--- src/rtl/bdq_pkg.sv ---
// Package for the bounded deque with search.
// Holds the request mode codes, result status codes and default sizes.
// Has no dependencies.
package bdq_pkg;

    localparam int DEPTH_DEFAULT = 16;

    localparam logic [1:0] MODE_PUSH     = 2'd0;
    localparam logic [1:0] MODE_POP      = 2'd1;
    localparam logic [1:0] MODE_FIND_FWD = 2'd2;
    localparam logic [1:0] MODE_FIND_BWD = 2'd3;

    localparam logic [1:0] ST_OK    = 2'd0;
    localparam logic [1:0] ST_EMPTY = 2'd1;
    localparam logic [1:0] ST_FULL  = 2'd2;
    localparam logic [1:0] ST_MISS  = 2'd3;

    localparam logic signed [31:0] EMPTY_DATA = 32'sh8000_0000;

    typedef logic [1:0] code_t;

endpackage

--- src/rtl/bounded_deque_with_search.sv ---
// Bounded double-ended store of signed 32-bit values with linear search.
// Depends on bdq_pkg for mode codes, status codes and default depth.
//
// Channel    Direction  Handshake              Fields
// request    in         req_valid / req_ready  mode, value
// result     out        res_valid / res_ready  status, data, position, count
//
// One request is taken at a time: req_ready is high only while the sequencer is idle.
// Push writes in execute, pop reads in a wait state, and a search scans count entries at most,
// since the single memory read port delivers one stored entry per cycle to the shared comparator.
// A finished result waits in the output register while the next request is accepted;
// the sequencer holds the following result until that register has been taken.
// Reset clears state, front index, count and flags; storage and scan registers are not cleared.
module bounded_deque_with_search #(
    parameter int DEPTH = bdq_pkg::DEPTH_DEFAULT
) (
    input  logic                clk,
    input  logic                rst_n,
    input  logic                req_valid,
    output logic                req_ready,
    input  logic [1:0]          mode,
    input  logic signed [31:0]  value,
    output logic                res_valid,
    input  logic                res_ready,
    output logic [1:0]          status,
    output logic signed [31:0]  data,
    output logic [3:0]          position,
    output logic [4:0]          count
);

    localparam int IW = (DEPTH > 1) ? $clog2(DEPTH) : 1;
    localparam int CW = $clog2(DEPTH + 1);
    localparam logic [IW:0]   DEPTH_SUM = (IW + 1)'(DEPTH);
    localparam logic [CW-1:0] DEPTH_CNT = CW'(DEPTH);
    localparam logic [IW-1:0] LAST_SLOT = IW'(DEPTH - 1);

    localparam logic [2:0] S_IDLE = 3'd0;
    localparam logic [2:0] S_EXEC = 3'd1;
    localparam logic [2:0] S_POPW = 3'd2;
    localparam logic [2:0] S_SCAN = 3'd3;
    localparam logic [2:0] S_FIN  = 3'd4;

    logic signed [31:0] mem [DEPTH];

    logic [2:0]          state_reg, state_next;
    logic [IW-1:0]       front_reg, front_next;
    logic [CW-1:0]       cnt_reg, cnt_next;
    bdq_pkg::code_t      mode_reg;
    logic signed [31:0]  key_reg;
    logic [CW-1:0]       step_reg, step_next;
    logic                pend_reg, pend_next;
    logic [IW-1:0]       pidx_reg, pidx_next;
    bdq_pkg::code_t      wst_reg, wst_next;
    logic signed [31:0]  wdat_reg, wdat_next;
    logic [IW-1:0]       wpos_reg, wpos_next;
    logic signed [31:0]  rdata_reg;

    logic                res_valid_reg;
    bdq_pkg::code_t      status_reg;
    logic signed [31:0]  data_reg;
    logic [3:0]          position_reg;
    logic [4:0]          count_reg;

    logic [IW-1:0]       rd_addr;
    logic                wr_en;
    logic [IW-1:0]       wr_addr;
    logic [IW-1:0]       log_idx;
    logic [IW-1:0]       last_idx;
    logic                load_out;
    logic [IW+3:0]       pos_wide;
    logic [CW+4:0]       cnt_wide;

    function automatic logic [IW-1:0] slot_of(input logic [IW-1:0] front,
                                              input logic [IW-1:0] idx);
        logic [IW:0] sum;
        sum = {1'b0, front} + {1'b0, idx};
        if (sum >= DEPTH_SUM)
        begin
            sum = sum - DEPTH_SUM;
        end
        return sum[IW-1:0];
    endfunction

    assign req_ready = (state_reg == S_IDLE);
    assign last_idx  = IW'(cnt_reg - CW'(1));
    assign log_idx   = (mode_reg == bdq_pkg::MODE_FIND_FWD) ? step_reg[IW-1:0]
                                                            : IW'(last_idx - step_reg[IW-1:0]);
    assign load_out  = (state_reg == S_FIN) && (!res_valid_reg || res_ready);
    assign pos_wide  = {4'b0, wpos_reg};
    assign cnt_wide  = {5'b0, cnt_reg};

    always_comb
    begin
        state_next = state_reg;
        front_next = front_reg;
        cnt_next   = cnt_reg;
        step_next  = step_reg;
        pend_next  = 1'b0;
        pidx_next  = pidx_reg;
        wst_next   = wst_reg;
        wdat_next  = wdat_reg;
        wpos_next  = wpos_reg;
        rd_addr    = slot_of(front_reg, last_idx);
        wr_en      = 1'b0;
        wr_addr    = (front_reg == '0) ? LAST_SLOT : IW'(front_reg - IW'(1));
        unique case (state_reg)
            S_IDLE:
            begin
                if (req_valid)
                begin
                    state_next = S_EXEC;
                end
            end
            S_EXEC:
            begin
                wdat_next  = '0;
                wpos_next  = '0;
                step_next  = '0;
                state_next = S_FIN;
                unique case (mode_reg)
                    bdq_pkg::MODE_PUSH:
                    begin
                        if (cnt_reg == DEPTH_CNT)
                        begin
                            wst_next = bdq_pkg::ST_FULL;
                        end
                        else
                        begin
                            wst_next   = bdq_pkg::ST_OK;
                            wr_en      = 1'b1;
                            front_next = wr_addr;
                            cnt_next   = cnt_reg + CW'(1);
                        end
                    end
                    bdq_pkg::MODE_POP:
                    begin
                        if (cnt_reg == '0)
                        begin
                            wst_next  = bdq_pkg::ST_EMPTY;
                            wdat_next = bdq_pkg::EMPTY_DATA;
                        end
                        else
                        begin
                            wst_next   = bdq_pkg::ST_OK;
                            state_next = S_POPW;
                        end
                    end
                    default:
                    begin
                        wst_next = bdq_pkg::ST_MISS;
                        if (cnt_reg != '0)
                        begin
                            state_next = S_SCAN;
                        end
                    end
                endcase
            end
            S_POPW:
            begin
                wdat_next  = rdata_reg;
                cnt_next   = cnt_reg - CW'(1);
                state_next = S_FIN;
            end
            S_SCAN:
            begin
                rd_addr = slot_of(front_reg, log_idx);
                if (pend_reg && (rdata_reg == key_reg))
                begin
                    wst_next   = bdq_pkg::ST_OK;
                    wpos_next  = pidx_reg;
                    state_next = S_FIN;
                end
                else if (step_reg == cnt_reg)
                begin
                    state_next = S_FIN;
                end
                else
                begin
                    pend_next = 1'b1;
                    pidx_next = log_idx;
                    step_next = step_reg + CW'(1);
                end
            end
            S_FIN:
            begin
                if (load_out)
                begin
                    state_next = S_IDLE;
                end
            end
            default:
            begin
                state_next = S_IDLE;
            end
        endcase
    end

    always_ff @(posedge clk)
    begin
        if (wr_en)
        begin
            mem[wr_addr] <= key_reg;
        end
        rdata_reg <= mem[rd_addr];
    end

    always_ff @(posedge clk)
    begin
        if (req_valid && req_ready)
        begin
            mode_reg <= mode;
            key_reg  <= value;
        end
        step_reg <= step_next;
        pidx_reg <= pidx_next;
        wst_reg  <= wst_next;
        wdat_reg <= wdat_next;
        wpos_reg <= wpos_next;
        if (load_out)
        begin
            status_reg   <= wst_reg;
            data_reg     <= wdat_reg;
            position_reg <= pos_wide[3:0];
            count_reg    <= cnt_wide[4:0];
        end
    end

    always_ff @(posedge clk or negedge rst_n)
    begin
        if (!rst_n)
        begin
            state_reg     <= S_IDLE;
            front_reg     <= '0;
            cnt_reg       <= '0;
            pend_reg      <= 1'b0;
            res_valid_reg <= 1'b0;
        end
        else
        begin
            state_reg <= state_next;
            front_reg <= front_next;
            cnt_reg   <= cnt_next;
            pend_reg  <= pend_next;
            if (load_out)
            begin
                res_valid_reg <= 1'b1;
            end
            else if (res_ready)
            begin
                res_valid_reg <= 1'b0;
            end
        end
    end

    assign res_valid = res_valid_reg;
    assign status    = status_reg;
    assign data      = data_reg;
    assign position  = position_reg;
    assign count     = count_reg;

endmodule
--- config.mk ---
export PLATFORM = sky130hd
export DESIGN_NAME = bounded_deque_with_search
export DESIGN_NICKNAME = d
export VERILOG_FILES = /design/src/rtl/bdq_pkg.sv /design/src/rtl/bounded_deque_with_search.sv
export SDC_FILE = /design/constraint.sdc
export NUM_CORES = 1
export LEC_CHECK = 0
export ABC_AREA = 1
export BUFFER_PORTS_ARGS = -buffer_cell sky130_fd_sc_hd__clkbuf_2
export CAP_MARGIN = 40
export CORE_MARGIN = 10
export CORE_UTILIZATION = 57
export CTS_CLUSTER_DIAMETER = 80
export DETAILED_ROUTE_END_ITERATION = 6
export GPL_ROUTABILITY_DRIVEN = 0
export PLACE_DENSITY = 0.79
export RECOVER_POWER = 25
export SLEW_MARGIN = 20
export SYNTH_ARGS = -nofsm -noshare
export SYNTH_HDL_FRONTEND = slang
export SYNTH_SLANG_ARGS = --single-unit
--- constraint.sdc ---
create_clock -name clk -period 11.3 [get_ports clk]
set_clock_uncertainty 0.1 [all_clocks]
set_input_delay 1.13 -clock clk [delete_from_list [all_inputs] [get_ports clk]]
set_output_delay 1.13 -clock clk [all_outputs]
set_load 0.1 [all_outputs]
Word-level counts from Yosys, hierarchy flattened --
Memory sizes are Yosys's and may differ from the RTL's. A register that Yosys moved wholly into a read port is not among the register bits. Index checks and enable logic that the tools add are counted.
Storage, ports and cells: word-level logic and storage cells 106, flip-flop bits (word level) 138, bits of input ports 38, bits in writable memories 512, memories kept 1
Cells by class: $add $sub $neg 9, reduce and logical (&&, ||, !) cells 19, equal/unequal tests 17, muxes and demuxes 39, order comparisons 2, bitwise gates (word level) 3
Memories:
- mem | words 16, width 32, rd ports 1, clocked after Yosys merged registers in 1, write ports 1, RTL line bounded_deque_with_search.sv:43 | logic signed [31:0] mem [DEPTH];
Operators by type and width (count):
- $mux 32 | 2
- $pmux 32 s2 | 1
- $eq 32x32->1 | 1
- $mux 4 | 6
- $mux 5 | 4
- $pmux 5 s2 | 2
- $mux 3 | 6
- $pmux 3 s5 | 1
- $reduce_and 3->1 | 5
- $ne 2x2->1 const B | 7
- $sub 4x1->4 const B | 3
- $mux 1 | 11
- $add 4x4->5 | 2
- $add 5x1->5 const B | 2
- $ge 5x5->1 const B | 2
- $pmux 2 s2 | 2
- $pmux 4 s2 | 1
- $eq 3x2->1 const B | 2
- $pmux 3 s2 | 1
- $reduce_bool 2->1 | 3
- $eq 5x5->1 | 1
- $eq 5x5->1 const B | 1
- $logic_not 5->1 | 1
- $reduce_bool 5->1 | 1
- other kinds (16) | 21

Logic depth before layout (Yosys ltp) --
Gate-level depths: netlist of the first run.
depth after elaboration 7, depth in mapped cells 18, mapped depth without buffers 17

Least setup slack after synthesis of the first run --
OpenSTA, ideal clock, no wires.
path type input -> register, start point input req_valid, end point register key_reg[0], enable pin, setup slack 6280 ps, stages on the path 2, setup time 510 ps, required time 10690 ps, data arrival time 4409 ps, path through inv_1 > nor4_1
Between the ends: longest elaborated chain between the ends 1
RTL lines:
- start: declaration | RTL line bounded_deque_with_search.sv:19 | input logic req_valid,
- $logic_and 1x1->1 | RTL line bounded_deque_with_search.sv:209 | if (req_valid && req_ready)
- end signal: assignment | RTL line bounded_deque_with_search.sv:212 | key_reg <= value;
- end: declaration | RTL line bounded_deque_with_search.sv:49 | logic signed [31:0] key_reg;
No other way between the ends. A chain may end at the register's enable or synchronous reset.

Worst setup path in the final report of the first run --
start point register cnt_reg[0], end point register rdata_reg[19] (read register of mem)
Between the ends: longest elaborated chain between the ends 7, elaborated cells between the ends (all ways) 12
RTL lines:
- start: declaration | RTL line bounded_deque_with_search.sv:47 | logic [CW-1:0] cnt_reg, cnt_next;
- start signal: assignment | RTL line bounded_deque_with_search.sv:242 | cnt_reg <= cnt_next;
- $sub 5x1->5 (*)
- $sub 4x4->4 (*) | RTL line bounded_deque_with_search.sv:87 | : IW'(last_idx - step_reg[IW-1:0]);
- $mux 4 (*) | RTL line bounded_deque_with_search.sv:86 | assign log_idx = (mode_reg == bdq_pkg::MODE_FIND_FWD) ? step_reg[IW-1:0]
- net log_idx[1] | RTL line bounded_deque_with_search.sv:67 | logic [IW-1:0] log_idx;
- $add 4x4->5 (*) | RTL line bounded_deque_with_search.sv:76 | sum = {1'b0, front} + {1'b0, idx};
- $sub 4x1->4 / $ge 5x5->1 (equally long branches) | RTL line bounded_deque_with_search.sv:79, bounded_deque_with_search.sv:77
- $mux 4 (*) | RTL line bounded_deque_with_search.sv:77 | if (sum >= DEPTH_SUM)
- $mux 4 (*) | RTL line bounded_deque_with_search.sv:106 | unique case (state_reg)
- end: declaration | RTL line bounded_deque_with_search.sv:56 | logic signed [31:0] rdata_reg;
Mark *: on every way through the listed nets, which the timed path passes. The rest lies on a longest branch.

==> impl_metrics.toml, run 1 <==
[outcome]
outcome = "finished, violations left"
violations = "design-rule violations"

[routing]
drtIter0Drc = 2500
ant_nets = 0
via_per_inst = 6.291
first_pass_iters = 7
drcViolationCount = 3
vias = 17040
routedWlPerCell_um = 24.23
routed_wl_mm = 65.63

[global_route]
grt_max_degree = 81
grt_pass1_vias = 17120
gr-total-overflow = 0
grt_pass1_wl_mm = 99.75
antenna_found_initial = 1
grt.total_usage_pct = 22.90

[floorplan]
rows = 79
die_w_um = 237.1
start_util_pct = 57.72
die_area_um2 = 56230
die_y_um = 237.1
core_area_um2 = 46560
io_pins = 83

[sta]
period_needed_ps = 5579
worst_pin_slew_ps = 894.9
report.final.slew_viol_count = 0
fmax_ghz = 0.1792
finalCritPeriodShare_pct = 49.37
setup_tns_ps = 0
hold_ws_ps = 317.9
setup_violations = 0
final_hold_viol_count = 0
max-slew-margin-rel_pct = 40.34
rsz0062_at_grt = "no"

[clocking]
cts_num_sinks = 682
numCtsBuffers = 69
clk_latency_ps = 610
cts_hold_buffers = 0
ctsResizeCount = 0
clk_pin_slew_worst_paths_ps = 60
cts.root.buffer_cell = "clkbuf_16"
cts_tree = "done"
cts_setup_buffers = 0
clk_path_buf_depth = 3
htreeDepth = 3

[setup_path]
cpPeakStageDelay_ps = 950
slowest_stage = "fa_4"
cp_num_buf_inv = 4
worstPathArrival_ps = 6020
crit_fanout = 65
crit_chain = "inv_1 -> ha_1 -> fa_1 -> o21ai_0 -> nand2_1 -> o21ai_0 -> inv_1 -> fa_4 -> inv_4 -> buf_4 -> a21oi_1 -> a221oi_1 -> or2_2 -> nand3_1 -> nand2_1"
cp-start-kind = "register"
cp-end-kind = "register"
path_class = "reg2reg"
crit_family = "buffers and inverters"
crit_required_ps = 11740

[logic_synthesis]
synthArstFlopShare_pct = 2.053
ys_seq_area_share_pct = 74.76
synth_largest_area_cell = "edfxtp_1"
yosys-top-cells-area = "edfxtp_1 71%, nand2_1 5.1%, a21oi_1 4.9%"
synth_area_um2 = 26870
synth_nets = 2029
synth_common_cells = "636 x edfxtp_1, 368 x nand2_1, 264 x a21oi_1"
ys_warn_count = 0
synth_ff_type = "edfxtp_1"
post_synth.cell_area_avg_um2 = 13.61
yosysUniqueCellTypes = 43
ys_ff_latch = 682
syn-instance-count = 1974
synth-edff-count = 636
synth.most_common_cell = "edfxtp_1"
yosysTopAreaCellShare_pct = 71.07

[cells_and_area]
fill_cells = 3152
largest_reg_flops = 512
final_cells = 2709
nets = 2100
drive_above_1_share_pct = 14.61
area_delta_synth_final_pct = 12.40
diodes = 0
top_register = "mem"

[placement]
io_buffers = 82
dpl.cell_count = 2581
dp.final_hpwl_mm = 36.69

[job]
drv_cap = 0

[worst_hold_path]
hold_path_class = "reg2reg"
-- worst register-to-register path, cell delays in order (launching register included) --
cell and delay, ps:
dfrtp_1 470, inv_1 150, ha_1 360, fa_1 430, o21ai_0 260, nand2_1 80
o21ai_0 130, inv_1 100, fa_4 950, inv_4 800, buf_4 800, a21oi_1 160
a221oi_1 390, or2_2 180, nand3_1 80, nand2_1 90
-- area by class of cell --
cell class / count / area [um^2] / share of cell area [%]
inverter: 90 / 346.6 / 1.147
tap: 607 / 759.5 / 2.514
multi-input combinational: 1085 / 5998 / 19.86
clock buffer: 99 / 2014 / 6.669
sequential: 682 / 20090 / 66.51
timing repair buffer: 117 / 782.0 / 2.589
clock inverter: 29 / 214.0 / 0.7084
-- kinds of logic after synthesis --
kind of cell               count (synthesis)  synth area share, %
DFF                                      682                74.76
xor gates and xnor gates                  26               0.8754
adders and majority gates                 17               0.8474
buffers and inverters                    207                3.562
and+or+nand+nor                          616                10.06
AOI/OAI and AO/OA                        426                9.894
-- path summary, 6_finish.rpt --
check	startpoint	to	slack, ps	cells past startpoint
max in group asynchronous	rst_n	state_reg[1]	10010	1
setup reg to reg	cnt_reg[0]	rdata_reg[19]	5720	15
hold / removal	wdat_reg[14]	data[14]	320	0
setup / recovery	cnt_reg[0]	rdata_reg[19]	5720	15
hold reg to reg	wdat_reg[14]	data[14]	320	0
min in group asynchronous	rst_n	cnt_reg[0]	530	1
-- stage by stage --
step	util, %	setup WS [ps]	area, um^2
2_1_floorplan	-	6280	26870
3_3_place_gp	59.74	6042	27810
3_5_place_dp	60.11	5883	27980
4_1_cts	64.90	5843	30210
5_1_grt	64.88	5522	30200
6_report	64.88	5721	30200
-- per-layer routing --
layer	part of all wire, %	track usage (%)	up-vias	wire [um]
met5	0	0	-	0
met4	4.0	10.83	0	2614
met3	11	5.025	213	7507
met2	48	37.10	1139	31820
met1	36	29.03	8286	23690
li1	-	-	7403	-
-- cells in the final DEF (no fill, tap or decap), drive strengths merged --
master	count
o211ai	1
fa	2
xnor2	8
nor2b	1
nand4	5
clkbuf	182
nand3b	1
a221oi	130
dfxtp	32
o221ai	1
a32oi	1
o31ai	2
clkinvlp	3
ha	15
inv	90
nand2	368
a22oi	1
o21ai	21
nand3	83
bufinv	2
a21oi	264
dfrtp	14
edfxtp	636
nor3	9
clkinv	24
nor4	1
buf	34
o22ai	4
xor2	18
nor2	82
a31oi	1
or2	66
Power of run 1 is left out: the tool's default activity adds up to more than one toggle a clock period on the data nets, which glitch-free logic cannot reach.
==> run 2: changes to the inputs <==
- CORE_UTILIZATION: 57 -> 56
- PLACE_DENSITY: 0.79 -> 0.81
- clock period: 11.3 -> 4.48 ns (I/O delays scaled with it)
==> impl_metrics.toml, run 2 (synthesis results as in run 1) <==
[outcome]
outcome = "complete, no violations"

[global_route]
antenna_found_initial = 1
gr-total-overflow = 0
grt_max_degree = 227
grt_pass1_vias = 17400
grt_pass1_wl_mm = 101.7
grt.total_usage_pct = 23.26

[routing]
ant_nets = 0
routed_wl_mm = 68.50
drcViolationCount = 0
via_per_inst = 6.323
routedWlPerCell_um = 24.73
vias = 17520
first_pass_iters = 6
drtIter0Drc = 2363

[clocking]
cts_num_sinks = 682
cts_tree = "done"
numCtsBuffers = 67
htreeDepth = 3
clk_path_buf_depth = 3
clk_pin_slew_worst_paths_ps = 60
clk_latency_ps = 600
cts.root.buffer_cell = "clkbuf_16"

[sta]
report.final.slew_viol_count = 0
setup_tns_ps = 0
rsz0062_at_grt = "yes"
final_hold_viol_count = 0
setup_violations = 0
worst_pin_slew_ps = 1422
finalCritPeriodShare_pct = 96.51
fmax_ghz = 0.2313
period_needed_ps = 4323
max-slew-margin-rel_pct = 5.217

[setup_path]
r2r-end = "rdata_reg[5]"
crit_family = "buffers and inverters"
cpPeakStageDelay_ps = 470
crit_top_cell = "ha_1"
path_class = "reg2reg"
cp-end-kind = "register"
worstPathArrival_ps = 4700
crit_chain = "inv_1 -> ha_1 -> xnor2_1 -> inv_1 -> ha_1 -> xor2_1 -> o21ai_0 -> nand2_1 -> o21ai_0 -> ha_1 -> xor2_4 -> inv_2 -> buf_12 -> a221oi_1 -> or2_2 -> nand3_1 -> nand2_1"
crit_required_ps = 4860
cp-start-kind = "register"
reg2regPathDepth = 17
cp_num_buf_inv = 4
rrSetupSlack_ps = 160
r2r-start = "cnt_reg[0]"
slowest_stage = "dfrtp_1"
crit_fanout = 21

[floorplan]
io_pins = 83
die_w_um = 239.1
start_util_pct = 56.52
core_area_um2 = 47550
die_y_um = 239.1
rows = 80
die_area_um2 = 57150

[job]
drv_cap = 0

[worst_hold_path]
hold_path_class = "in2reg"
holdPathStages = 1
whs_endpoint = "key_reg[10]"
min_from = "value[10]"

[cells_and_area]
diodes = 0
design_area_um2 = 30780
top_register = "mem"
nets = 2155
final_common_cell = "edfxtp_1"
area_delta_synth_final_pct = 14.53
largest_reg_flops = 512
drive_above_1_share_pct = 14.71
layout_common_cells = "636 x edfxtp_1, 368 x nand2_1, 264 x a21oi_1"

[placement]
place_area_um2 = 28210
io_buffers = 82
dp.final_hpwl_mm = 38.88
run 2: cell types whose count changed in the layout (fill, tap and decap cells not counted), sizes merged:
cell,previous run,this run
dlygate4sd3,0,35
buf,34,54
clkbuf,182,179
bufinv,2,3
inv,90,95
clkinv,24,21
clkinvlp,3,1
run 2: metal layers:
metal	global-route usage (%)	routed length (um)	up-vias
met1	29.87	24830	8519
met2	37.04	32800	1224
met3	4.887	7850	246
met5	0	13	-
met4	11.77	3003	2
li1	-	-	7525
run 2: through the flow:
| step | hold WS, ps | setup WS, ps | std cells | utilization, % |
|---|---|---|---|---|
| final | 89.60 | 156.5 | 2770 | 64.73 |
| after global routing | 75.95 | 7.332 | 2770 | 64.73 |
| after CTS | 4.762 | 83.97 | 2766 | 64.49 |
| after detailed placement | 301.9 | 195.0 | 2607 | 59.32 |
| after global placement | 298.2 | 357.6 | 2606 | 59.27 |
| after floorplan | 52.41 | 79.11 | 1974 | - |
run 2: worst max-delay path by stage:
stage / startpoint / to / slack (ps) / cells past startpoint
after floorplan: state_reg[2] / key_reg[0] / 80 / 1
after global placement: cnt_reg[0] / rdata_reg[5] / 360 / 18
after detailed placement: cnt_reg[0] / rdata_reg[1] / 190 / 14
after CTS: cnt_reg[0] / rdata_reg[5] / 80 / 18
final: cnt_reg[0] / rdata_reg[5] / 160 / 17
after global routing: cnt_reg[0] / rdata_reg[5] / 7 / 18
run 2: layout make-up:
type                    instances  area (um^2)
flip-flops and latches        682        20090
fillers                      3143        16770
multi-input cells            1085         6013
clock buffers                  94         1859
repair buffers                174         1450
well taps                     615        769.5
inverters                      90        350.3
clock inverters                30        245.2
run 2: worst register-to-register path, cell delays in order, from the launching register on:
cell,delay [ps]
dfrtp_1,470
inv_1,160
ha_1,260
xnor2_1,270
inv_1,110
ha_1,340
xor2_1,150
o21ai_0,270
nand2_1,100
o21ai_0,100
ha_1,350
xor2_4,210
inv_2,460
buf_12,280
a221oi_1,90
or2_2,300
nand3_1,110
nand2_1,90
run 2: timing repair:
action                                 4_1_cts  5_1_grt
gates resized for setup                      0        8
setup endpoints to repair                    0       30
endpoints found under the hold margin       48        0
hold buffers                                35        0
buffers inserted                             0        0
Power of run 2 is left out for the same reason.
